==> config.mk <==
export PLATFORM = sky130hd
export DESIGN_NAME = tfim_div_cell
export DESIGN_NICKNAME = d
export VERILOG_FILES = /design/src/design/tfim_pkg.sv /design/src/design/tfim_div_cell.sv
export SDC_FILE = /design/constraint.sdc
export NUM_CORES = 1
export LEC_CHECK = 0
export BUFFER_PORTS_ARGS = -buffer_cell sky130_fd_sc_hd__buf_2
export CORE_AREA = 2 2 132 134
export CTS_CLUSTER_DIAMETER = 60
export DETAILED_ROUTE_END_ITERATION = 10
export DIE_AREA = 0 0 134 136
export HOLD_SLACK_MARGIN = 0.05
export PLACE_DENSITY = 0.68
export SLEW_MARGIN = 30
export SYNTH_ARGS = -nofsm -noshare
export SYNTH_HDL_FRONTEND = slang
export SYNTH_SLANG_ARGS = --single-unit
==> constraint.sdc <==
create_clock -name clk_i -period 1.6 [get_ports clk_i]
set_clock_uncertainty 0.15 [all_clocks]
set_input_delay 0.08 -clock clk_i [delete_from_list [all_inputs] [get_ports clk_i]]
set_output_delay 0.08 -clock clk_i [all_outputs]
set_load 0.05 [all_outputs]
==> src/design/tfim_pkg.sv <==
`default_nettype none
package tfim_pkg;

  localparam int unsigned IDX_W      = 32;
  localparam int unsigned SIZE_W     = 16;
  localparam int unsigned ELEM_W     = 8;
  localparam int unsigned CFG_IDX_W  = 3;
  localparam int unsigned CFG_DATA_W = 16;
  localparam int unsigned COUNT_W    = 3;
  localparam int unsigned MASK_W     = 4;
  localparam int unsigned SIZE_REGS  = 4;

  localparam logic [CFG_IDX_W-1:0] REG_DIM_COUNT = 3'd0;
  localparam logic [CFG_IDX_W-1:0] REG_FLIP_MASK = 3'd1;
  localparam logic [CFG_IDX_W-1:0] REG_SIZE_DIM0 = 3'd2;
  localparam logic [CFG_IDX_W-1:0] REG_SIZE_DIM1 = 3'd3;
  localparam logic [CFG_IDX_W-1:0] REG_SIZE_DIM2 = 3'd4;
  localparam logic [CFG_IDX_W-1:0] REG_SIZE_DIM3 = 3'd5;

  typedef struct packed {
    logic [IDX_W-1:0]  source_index;
    logic [ELEM_W-1:0] element_in;
  } tfim_in_t;

  typedef struct packed {
    logic [IDX_W-1:0]  dest_index;
    logic [ELEM_W-1:0] element_out;
    logic              index_out_of_range;
  } tfim_out_t;

  // item context handed from cell to cell
  typedef struct packed {
    logic [IDX_W-1:0]  quo;
    logic [SIZE_W-1:0] rmd;
    logic [IDX_W-1:0]  idx;
    logic [IDX_W-1:0]  dest;
    logic [IDX_W-1:0]  stride;
    logic              big;
    logic              zero;
    logic [ELEM_W-1:0] elem;
  } tfim_ctx_t;

endpackage
`default_nettype wire

==> src/design/tfim_div_cell.sv <==
`default_nettype none
module tfim_div_cell (
  input  wire logic                        clk_i,
  input  wire logic                        rst_ni,
  input  wire logic                        en_i,
  input  wire logic                        vld_i,
  input  wire tfim_pkg::tfim_ctx_t         ctx_i,
  input  wire logic [tfim_pkg::SIZE_W-1:0] size_i,
  output logic                             vld_o,
  output tfim_pkg::tfim_ctx_t              ctx_o
);
  import tfim_pkg::*;

  logic                vld_q;
  tfim_ctx_t           ctx_q, ctx_d;
  logic [SIZE_W:0]     sh;
  logic [SIZE_W:0]     diff;

  // one restoring division step
  always_comb begin
    sh    = {ctx_i.rmd, ctx_i.quo[IDX_W-1]};
    diff  = sh - {1'b0, size_i};
    ctx_d = ctx_i;
    if (sh >= {1'b0, size_i}) begin
      ctx_d.rmd = diff[SIZE_W-1:0];
      ctx_d.quo = {ctx_i.quo[IDX_W-2:0], 1'b1};
    end else begin
      ctx_d.rmd = sh[SIZE_W-1:0];
      ctx_d.quo = {ctx_i.quo[IDX_W-2:0], 1'b0};
    end
  end

  always_ff @(posedge clk_i or negedge rst_ni) begin
    if (!rst_ni) begin
      vld_q <= 1'b0;
    end else if (en_i) begin
      vld_q <= vld_i;
    end
  end

  always_ff @(posedge clk_i) begin
    if (en_i) begin
      ctx_q <= ctx_d;
    end
  end

  assign vld_o = vld_q;
  assign ctx_o = ctx_q;

endmodule
`default_nettype wire

[After elaboration in Yosys (flattened, before gate mapping)]
Cells that the tools add are included.
Cells by class
  magnitude comparators: 1
  multiplexer cells: 1
  add/subtract/negate cells: 1
Operator list (number)
  $ge A17 B16 Y1: 1
  $mux W17: 1
  $sub A16 B16 Y16: 1
Storage, ports and cells
  word-level logic and storage cells: 12
  bits of input ports: 174
  flip-flop bits (word level): 155
  output and inout port bits: 155

[Depth between registers and ports, before layout]
  word-level depth: 2
  mapped depth: 10
  mapped depth without buffers: 9

[Worst setup path after synthesis]
OpenSTA, ideal clock, no wires.
  path kind: in2reg
  start: input size_i[7] (netlist name)
  end: register ctx_q (netlist bit ctx_o[115]), data pin
  arrival: 1.878 ns
  required time: 1.190 ns
  slack: -0.688 ns
  stages: 9
  setup time: 0.260 ns
  buffers on the path: 2
  path through: inv_1 ha_1 clkbuf_1 nand2_1 a211o_1 o21ba_4 o21ai_4 buf_12 mux2_4
RTL lines
  from (decl): line tfim_div_cell.sv:8  | input wire logic [tfim_pkg::SIZE_W-1:0] size_i,
  to (signal assigned): line tfim_div_cell.sv:43  | ctx_q <= ctx_d;
  to (decl): line tfim_div_cell.sv:15  | tfim_ctx_t ctx_q, ctx_d;

==> summary.txt <==
CTS
  – CTS Root Cell: clkbuf_16
  – TritonCTS clock tree: done
  – CTS clk-pin slew, worst paths: approximately 0.060 ns
  – Number of H-tree levels: 4
  – Clock Sinks: between 150 and 200
  – Num CTS Buffers: 17
  – Worst skew pair latency: 0.41 ns
  – Clock buffer depth: 2

GRT
  – Tot GR Track Use: 0.2307
  – Pin count of the biggest net entering global routing: 45
  – First-pass GRT wire length: roughly 30000 µm
  – Vias in the first global route: around 5400
  – Gr ovfl total: 0
  – Initial antenna violation count: 3

Setup path
  – Setup CP Type: in2reg
  – Worst-path fanout max: 7
  – CP startpoint kind: input port
  – WP data arrival: 1.89 ns
  – CP required: approximately 1.6 ns
  – CP Capture Type: flip-flop

Drt
  – Vias per cell: around 4.6
  – Vias: a little over 5000
  – Antenna-violating nets left: 0
  – Iter 0 DRT Violations: approximately 260
  – WL final: ~22000 µm
  – # DRC: 0
  – Drt pass-1 iters: 5
  – Wire per inst: between 15 and 20 µm

Finish
  – Commonest non-fill, non-tap cell in the layout: buf_2
  – Non-Filler Instances: 1121
  – P&R area growth vs syn: 85.29%
  – Multi-input gate area: 0.001282 mm²
  – Seq. cell area: between 0.004 and 0.005 mm²
  – Most frequent cells in the layout: 322 x buf_2, 157 x dlygate4sd3_1, 154 x edfxtp_1, 63 x buf_4, 17 x clkbuf_16
  – Nets: between 1000 and 1500
  – Fillers: 1222
  – Layout cell share with drive strength beyond 1: 0.5347

Floorplanning
  – Die area: approximately 0.018 mm²
  – # IOs: between 300 and 400
  – Starting density of the core: 0.3433
  – DIE HEIGHT: 136 µm
  – Cell row count: 48
  – Core area: 0.01688 mm²
  – Die W: around 130 µm

Power and ir drop
  – LEAKAGE: roughly 4.7 nW
  – PwrDens: 1107 mW/mm²
  – VDD IR-drop max: 711.3 µV

STA
  – Max Fclk: 532.9 MHz
  – RSZ-0062 raised after global routing: yes
  – Least-Margin Pin Slew: roughly 0.76 ns
  – Setup ws final: -0.2766 ns
  – Final min period: around 1.9 ns
  – Setup violations, final: 17
  – WHS: roughly 0.12 ns
  – Setup TNS: -4.057 ns
  – Final Cycle Share: 1.173
  – Pins over their slew limit: 0
  – Relative slew slack: 0.4950
  – Final hold vios: 0

Flow run
  – # Max-Cap Violations: 0

Placement
  – PortBufs: ~330
  – Post-DP HPWL: around 14000 µm
  – Placed cell count: 915
  – RePlAce Congestion: between 0.9 and 1
  – Pre-CTS WS: -0.7948 ns

Yosys
  – Number of distinct library cells after synthesis: between 40 and 50
  – Mapped Nets: about 500
  – Gate Count Post-Synth: between 300 and 400
  – Sequential element share of the synthesized area: 0.8024
  – Yosys reg bits: ~160
  – Yosys Warn Count: 0
  – Cell area after synthesis: ~0.0058 mm²
  – Syn_area_per_cell: between 15 and 20 µm²

Status
  – Failing checks: negative setup slack
  – Outcome: complete, but fails checks

Worst hold path
  – Worst min-delay path class: in2reg
[sequential cells by signal (all words and copies together), names as in the netlist]
register / cells
vld_o: 1
ctx_o: 154
[cells in the mapped netlist, drive strengths merged]
master | instances | share of area
o2111a | 1 | 0.0019
o21ba | 1 | 0.0028
buf | 3 | 0.0052
edfxtp | 154 | 0.80
a2111oi | 1 | 0.0015
xnor2 | 6 | 0.0091
clkbuf | 2 | 0.0013
nor3 | 1 | 0.00086
o21bai | 1 | 0.0013
or3 | 1 | 0.0011
o21ai | 9 | 0.0097
o221ai | 2 | 0.0030
mux2i | 4 | 0.0069
fa | 1 | 0.0035
a21oi | 13 | 0.011
nand3 | 3 | 0.0026
ha | 16 | 0.035
a211oi | 3 | 0.0039
o2111ai | 1 | 0.0015
nor2b | 2 | 0.0022
nand4 | 3 | 0.0032
o2bb2ai | 1 | 0.0015
o221a | 1 | 0.0019
a21o | 4 | 0.0054
o211ai | 3 | 0.0039
a31oi | 1 | 0.0011
o21a | 3 | 0.0039
or4 | 1 | 0.0013
dfrtp | 1 | 0.0043
o31ai | 1 | 0.0013
xor2 | 5 | 0.0076
mux2 | 13 | 0.029
a21boi | 1 | 0.0013
inv | 21 | 0.014
nand2 | 12 | 0.0078
a211o | 2 | 0.0030
nand2b | 1 | 0.0011
nor2 | 11 | 0.0071
[power by group]
group	total, mW	switching, mW	internal (mW)
Combinational	3.18	2.03	1.15
Clock	3.71	1.69	2.02
Sequential	4.99	0.111	4.88
Total	11.9	3.83	8.05
[area by class of cell]
class / instances / area share
diodes: 2 / 0.0004661
clock buffers: 18 / 0.03997
clock inverters: 14 / 0.01049
inverters: 21 / 0.009206
multi-input cells: 129 / 0.1195
flip-flops and latches: 155 / 0.4331
well taps: 225 / 0.02622
repair buffers: 557 / 0.3611
[layer usage]
metal | global-route usage | vias up | routed length [µm]
li1 | - | 2352 | -
met3 | 0.07383 | 63 | 1722
met4 | 0.1212 | 2 | 1063
met5 | 0 | - | 13
met1 | 0.2520 | 2443 | 7919
met2 | 0.4023 | 288 | 11050
[stage by stage]
| stage | util | power, mW | cell area [µm²] |
|---|---|---|---|
| finish | 0.6362 | 11.88 | 10740 |
| global route | 0.6360 | 12.28 | 10730 |
| CTS | 0.6254 | 11.83 | 10560 |
| detailed placement | 0.4900 | 7.722 | 8269 |
| global placement | 0.4900 | 7.683 | 8269 |
| floorplan | - | 6.762 | 5907 |
[path summary, 6_finish.rpt]
kind,startpoint,to,slack [ns],depth (start not counted)
worst max register to register,vld_o,vld_o,0.15,2
min in group asynchronous,rst_ni,vld_o,0.33,3
worst max-delay path,size_i[3],ctx_o[108],-0.28,10
worst min-delay path,size_i[0],ctx_o[106],0.12,4
max in group asynchronous,rst_ni,vld_o,0.87,3
worst min register to register,vld_o,vld_o,0.91,2
[worst max-delay path: stages]
cell	delay, ns
buf_8	0.08
inv_8	0.03
ha_4	0.29
nand2_4	0.06
o21bai_4	0.17
a211o_1	0.29
o21ba_4	0.22
o21ai_4	0.21
buf_12	0.16
mux2_4	0.30
[logic make-up (layout without fill, tap and decap cells)]
group | after synthesis | count (layout) | share of synthesized area
other | 0 | 2 | 0
buffers and inverters | 26 | 610 | 0.02008
AO/OA/AOI/OAI | 49 | 49 | 0.06025
flip-flops | 155 | 155 | 0.8024
multiplexers | 17 | 17 | 0.03541
XOR/XNOR | 11 | 11 | 0.01663
adder cells (fa/ha/maj) | 17 | 17 | 0.03800
AND/OR/NAND/NOR | 35 | 35 | 0.02721
[repair_timing]
item | CTS | global route
pin swaps | 7 | 13
endpoints found under the hold margin | 175 | 0
buffers inserted | 6 | 7
cloned | 0 | 0
gates resized for setup | 25 | 27
hold buffers | 159 | 0
setup endpoints to repair | 16 | 112
No activity file was read; power rests on OpenSTA's default activity.
