<file path="config.mk">
export PLATFORM = sky130hd
export DESIGN_NAME = tfim_merge_cell
export DESIGN_NICKNAME = d
export VERILOG_FILES = /design/src/design/tfim_pkg.sv /design/src/design/tfim_merge_cell.sv
export SDC_FILE = /design/constraint.sdc
export NUM_CORES = 2
export LEC_CHECK = 0
export BUFFER_PORTS_ARGS = -buffer_cell sky130_fd_sc_hd__buf_2
export CELL_PAD_IN_SITES_DETAIL_PLACEMENT = 0
export CELL_PAD_IN_SITES_GLOBAL_PLACEMENT = 1
export CORE_MARGIN = 3
export CORE_UTILIZATION = 50
export DETAILED_ROUTE_END_ITERATION = 6
export PLACE_DENSITY_LB_ADDON = 0.1
export SKIP_LAST_GASP = 1
export SLEW_MARGIN = 20
export SYNTH_ARGS = -nofsm -noshare
export SYNTH_HDL_FRONTEND = slang
export SYNTH_SLANG_ARGS = --single-unit
</file>
<file path="constraint.sdc">
create_clock -name clk_i -period 4.1 [get_ports clk_i]
set_input_delay 0 -clock clk_i [delete_from_list [all_inputs] [get_ports clk_i]]
set_output_delay 0 -clock clk_i [all_outputs]
set_load 0.05 [all_outputs]
</file>
<file path="src/design/tfim_pkg.sv">
`default_nettype none
package tfim_pkg;

  localparam int unsigned IDX_W      = 32;
  localparam int unsigned SIZE_W     = 16;
  localparam int unsigned ELEM_W     = 8;
  localparam int unsigned CFG_IDX_W  = 3;
  localparam int unsigned CFG_DATA_W = 16;
  localparam int unsigned COUNT_W    = 3;
  localparam int unsigned MASK_W     = 4;
  localparam int unsigned SIZE_REGS  = 4;

  localparam logic [CFG_IDX_W-1:0] REG_DIM_COUNT = 3'd0;
  localparam logic [CFG_IDX_W-1:0] REG_FLIP_MASK = 3'd1;
  localparam logic [CFG_IDX_W-1:0] REG_SIZE_DIM0 = 3'd2;
  localparam logic [CFG_IDX_W-1:0] REG_SIZE_DIM1 = 3'd3;
  localparam logic [CFG_IDX_W-1:0] REG_SIZE_DIM2 = 3'd4;
  localparam logic [CFG_IDX_W-1:0] REG_SIZE_DIM3 = 3'd5;

  typedef struct packed {
    logic [IDX_W-1:0]  source_index;
    logic [ELEM_W-1:0] element_in;
  } tfim_in_t;

  typedef struct packed {
    logic [IDX_W-1:0]  dest_index;
    logic [ELEM_W-1:0] element_out;
    logic              index_out_of_range;
  } tfim_out_t;

  // item context handed from cell to cell
  typedef struct packed {
    logic [IDX_W-1:0]  quo;
    logic [SIZE_W-1:0] rmd;
    logic [IDX_W-1:0]  idx;
    logic [IDX_W-1:0]  dest;
    logic [IDX_W-1:0]  stride;
    logic              big;
    logic              zero;
    logic [ELEM_W-1:0] elem;
  } tfim_ctx_t;

endpackage
`default_nettype wire

</file>
<file path="src/design/tfim_merge_cell.sv">
`default_nettype none
module tfim_merge_cell #(
  parameter int unsigned IW = 32
) (
  input  wire logic                        clk_i,
  input  wire logic                        rst_ni,
  input  wire logic                        en_i,
  input  wire logic                        vld_i,
  input  wire tfim_pkg::tfim_ctx_t         ctx_i,
  input  wire logic [tfim_pkg::SIZE_W-1:0] size_i,
  input  wire logic                        flip_i,
  output logic                             vld_o,
  output tfim_pkg::tfim_ctx_t              ctx_o
);
  import tfim_pkg::*;

  localparam int unsigned PW = IDX_W + SIZE_W;
  localparam logic [IDX_W-1:0] IMASK = {IDX_W{1'b1}} >> (IDX_W - IW);

  logic              vld1_q, vld2_q;
  tfim_ctx_t         ctx1_q, ctx2_q, ctx2_d;
  logic [PW-1:0]     pc_q, ps_q;
  logic [SIZE_W-1:0] size1_q;
  logic [SIZE_W-1:0] coord;
  logic              zero_n;
  logic [IDX_W-1:0]  dsum;

  // mirror the coordinate if flipped
  assign coord = flip_i ? (size_i - ctx_i.rmd - 16'd1) : ctx_i.rmd;

  always_comb begin
    ctx2_d        = ctx1_q;
    zero_n        = ctx1_q.zero || (size1_q == '0);
    dsum          = ctx1_q.dest + pc_q[IDX_W-1:0];
    ctx2_d.rmd    = '0;
    ctx2_d.dest   = dsum & IMASK;
    ctx2_d.stride = ps_q[IDX_W-1:0] & IMASK;
    ctx2_d.zero   = zero_n;
    ctx2_d.big    = !zero_n && (ctx1_q.big || ((ps_q >> IW) != '0));
  end

  always_ff @(posedge clk_i or negedge rst_ni) begin
    if (!rst_ni) begin
      vld1_q <= 1'b0;
      vld2_q <= 1'b0;
    end else if (en_i) begin
      vld1_q <= vld_i;
      vld2_q <= vld1_q;
    end
  end

  always_ff @(posedge clk_i) begin
    if (en_i) begin
      ctx1_q  <= ctx_i;
      size1_q <= size_i;
      pc_q    <= PW'(coord) * PW'(ctx_i.stride);
      ps_q    <= PW'(ctx_i.stride) * PW'(size_i);
      ctx2_q  <= ctx2_d;
    end
  end

  assign vld_o = vld2_q;
  assign ctx_o = ctx2_q;

endmodule
`default_nettype wire

</file>
-- Word-level counts from Yosys, hierarchy flattened
Cells that the tools add are included.
Widths: inputs -> output; s select.
- register bits after elaboration: 342
- output and inout bits: 155
- logic and storage cells: 30
- mux-type cells: 1
- reduce and logical (&&, ||, !) cells: 6
- $add $sub $neg: 3
- multipliers: 2
- operator list (operator ; number):
    $mul 32x16->48 ; 1
    $reduce_bool 48->1 ; 1
    $add 32x32->32 ; 1
    $mul 16x32->32 ; 1
    $logic_not 16->1 ; 1
    $mux 16 ; 1
    $sub 16x1->16 const B ; 1
    $sub 16x16->16 ; 1
    $logic_or 1x1->1 ; 2
    $logic_and 1x1->1 ; 1
    $logic_not 1->1 ; 1

-- Longest topological paths before layout
- word-level depth: 4
- mapped depth: 37

-- Worst setup path before layout
No wires, ideal clock.
- path kind: in2reg
- start: input port ctx_i[106] in the netlist's numbering
- end: register pc_q[31] (data pin)
- stages: 35
- arrival: 7.538 ns
- path slack: -3.698 ns
- setup time: 0.260 ns
- data required time: 3.840 ns
- cell sequence: inv_1 -> ha_1 -> fa_1 -> a211oi_1 -> o21bai_1 -> a311oi_2 -> o21bai_1 -> a21oi_2 -> o21bai_1 -> a21oi_1 -> xnor2_1 -> mux2i_1 -> clkbuf_1 -> nand2b_1 -> fa_1 -> fa_1 -> inv_1 -> fa_1 -> fa_1 -> fa_1 -> inv_1 -> fa_1 -> inv_1 -> ha_1 -> inv_1 -> nor2_1 -> nor3_1 -> o21ai_0 -> a21o_1 -> a21o_1 -> a31o_2 -> a221o_1 -> a31oi_1 -> xnor2_1 -> xnor2_1
- word-level cells in the longest chain between the ends: 4
- RTL lines (what ; RTL line ; source):
    start, declared ; tfim_merge_cell.sv:9 ; input wire tfim_pkg::tfim_ctx_t ctx_i,
    $sub 16x16->16 ; tfim_merge_cell.sv:29 ; assign coord = flip_i ? (size_i - ctx_i.rmd - 16'd1) : ctx_i.rmd;
    $sub 16x1->16 ; tfim_merge_cell.sv:29 ;
    $mux 16 * ; tfim_merge_cell.sv:29 ;
    $mul 16x32->32 * ; tfim_merge_cell.sv:56 ; pc_q <= PW'(coord) * PW'(ctx_i.stride);
    end signal, assigned ; tfim_merge_cell.sv:56 ;
    end, declared ; tfim_merge_cell.sv:22 ; logic [PW-1:0] pc_q, ps_q;
Every way passes the cells marked *; elsewhere a longest branch is shown, timed or not.
A chain may end at the register's enable or synchronous reset.

-- Worst setup path in the final report
- start: input port ctx_i[106] in the netlist's numbering
- end: register pc_q[25] (data pin)
Same word-level chain as after synthesis.

==> flow_metrics.py <==
metrics = {
    "status": {
        "status": "complete, but fails checks",
        "violations": "negative setup slack",
    },
    "global_route": {
        "grt_pass1_vias": 31408,
        "grt_max_degree": 99,
        "antenna_found_initial": 20,
        "grt_pass1_wl_microns": 167000,
        "grt-ovfl-total": 0,
        "track_usage": 0.259,
    },
    "detailed_routing": {
        "viasPerCell": 5.04,
        "drc": 0,
        "finalWirelength_microns": 106000,
        "vias": 29452,
        "ant_nets": 0,
        "wl_per_cell_microns": 18.2,
        "drt-initial-drc-count": 1477,
        "first_pass_iters": 5,
    },
    "floorplan": {
        "die_h_microns": 289,
        "start_util": 0.506,
        "die_area_sq_um": 83500,
        "core_sq_um": 79100,
        "num_rows": 103,
        "boundaryPins": 330,
        "die_x_microns": 289,
    },
    "cts": {
        "cts_root_buf": "clkbuf_16",
        "cts-htree-levels": 2,
        "cts_made_buffers": 37,
        "clk_path_buf_depth": 3,
        "cts.sinks": 342,
        "insertion_delay_ns": 0.54,
        "cts_tree": "done",
        "path_clk_slew_ns": 0.06,
    },
    "synth": {
        "ys_seq_area_frac": 0.256,
        "yosysWarnings": 0,
        "synth_area_sq_um": 40000,
        "synth_cell_types": 71,
        "synth_seq_cells": 342,
        "synth.avg_cell_area_sq_um": 10.3,
        "ys.flop_type": "edfxtp_1",
        "synthCells": 3893,
        "synth-async-reset-ratio": 0.00585,
        "synth_edf_count": 340,
    },
    "critical_path": {
        "crit_path_max_incr_delay_ns": 0.56,
        "setup.worst_path.end_class": "register",
        "cp_max_fo": 6,
        "critPathLaunchType": "primary input",
        "crit_buf_inv": 7,
        "critPathKind": "primary input to register",
        "crit_arrival_ns": 7.63,
        "cp_data_required_time_ns": 4.39,
        "crit_slowest_cell": "fa_2",
        "crit_family": "adder cells",
        "cpMostUsedCell": "fa_2",
    },
    "timing": {
        "finalMaxSlewViolations": 0,
        "hold_violations": 0,
        "slew-limit-headroom": 0.368,
        "fin_skew_ns": 0.0107,
        "setup_viol": 64,
        "fin_ws_ns": -3.23,
        "rsz0062_at_grt": "yes",
        "finalCriticalPeriod_ns": 7.33,
        "fmax_mhz": 136,
        "fin_crit_sh": 1.79,
        "worstMarginPinSlew_ns": 0.938,
        "fin_setup_tns_ns": -100.86,
    },
    "layout": {
        "mostFrequentLayoutCells": "809 x inv_1, 714 x fa_1, 660 x nand2_1, 482 x buf_4, 340 x edfxtp_1",
        "area_growth_pct": 27.7,
        "fin_nets": 5886,
        "post-route-util": 0.646,
        "layout_commonest_cell": "inv_1",
        "drive_gt1_frac": 0.236,
        "n_fill_cell": 6503,
    },
    "run": {
        "maxCapViolCount": 0,
    },
    "hold_path": {
        "hp-class": "primary input to register",
    },
    "place": {
        "place.detailed.hpwl_microns": 81700,
        "port_buffers": 313,
        "gp_congestion": 0.874,
    },
}
-- layer usage --
metal  wire [microns]  vias to the layer above  GRT usage
met1            43400                    14901      0.342
met5              116                        -          0
met3             8550                      152     0.0595
met2            51600                      814      0.440
met4             2280                       16     0.0549
li1                 -                    13569          -
-- area by class of cell --
type                       count  area [sq um]  share of cell area
multi-input combinational   2547         27100               0.529
clock buffer                  43           948              0.0185
sequential                   342         10300               0.201
inverter                     825          3110              0.0609
timing repair buffer        1003          8180               0.160
antenna                        6          15.0            0.000294
tap                         1050          1310              0.0257
clock inverter                23           236             0.00462
-- Yosys cell counts, drive strengths merged (6+ instances only) --
library cell	instances	area, sq um
inv	825	3100
fa	724	14500
nand2	668	2510
edfxtp	340	10200
and2	245	1530
ha	231	2890
clkbuf	175	657
xnor2	99	867
a21oi	79	399
nor2	76	285
a21o	58	435
o21ai	46	230
xor2	30	263
nand3	28	140
nor2b	27	169
nand2b	26	163
buf	20	141
nor3	17	85.1
o21bai	17	128
a31oi	15	93.8
and3	14	87.6
mux2i	10	129
nor4	10	62.6
or3	10	67.6
nand4	8	50.1
o21a	8	60.1
a211oi	7	52.6
a31o	6	52.6
and2b	6	45.0
-- per-stage QoR --
stage	hold slack [ns]	setup slack [ns]	std cells	area (sq um)
finish	0.0419	-3.23	5839	51100
detailed placement	-0.213	-4.08	5575	46700
CTS	0.00589	-3.05	5816	50500
global placement	-0.213	-4.02	5575	46700
floorplan	-0.296	-3.32	3908	40900
global route	0.0273	-3.52	5834	51100
-- registers in the layout, indices dropped and copies added (netlist names) --
register	count
size1_q	16
ctx1_q	106
ps_q	48
vld1_q	1
pc_q	32
ctx_o	138
vld_o	1
-- final timing paths --
check                            from    endpoint  slack, ns  cells after the start
setup / recovery           ctx_i[106]    pc_q[25]      -3.23                     34
hold / removal              size_i[5]  size1_q[5]       0.04                      2
setup reg to reg           ctx1_q[42]   ctx_o[70]       0.43                     16
hold reg to reg              ps_q[17]   ctx_o[27]       0.41                      0
max in group asynchronous      rst_ni      vld1_q       3.66                      3
min in group asynchronous      rst_ni       vld_o       0.32                      3
-- kinds of logic (layout without fill, tap and decap cells) --
logic type      after synthesis  in the layout  share of synthesized area
mux                          13             13                    0.00406
other cells                   1             22                  0.0000936
xor+xnor                    131            131                     0.0293
flops                       342            342                      0.256
buf+inv                    1020           1894                     0.0973
fa+ha+maj                   955            955                      0.434
compound gates              287            288                     0.0475
simple gates               1144           1144                      0.131
-- timing repair --
item,CTS,global route
hold endpoints to repair,149,1
cloned,8,4
pin swaps,60,49
buffers inserted,50,14
hold buffers,118,1
setup endpoints to repair,64,64
gates resized for setup,159,101
Power is left out: the tool's default activity adds up to more than one toggle a clock period on the data nets, which glitch-free logic cannot reach.
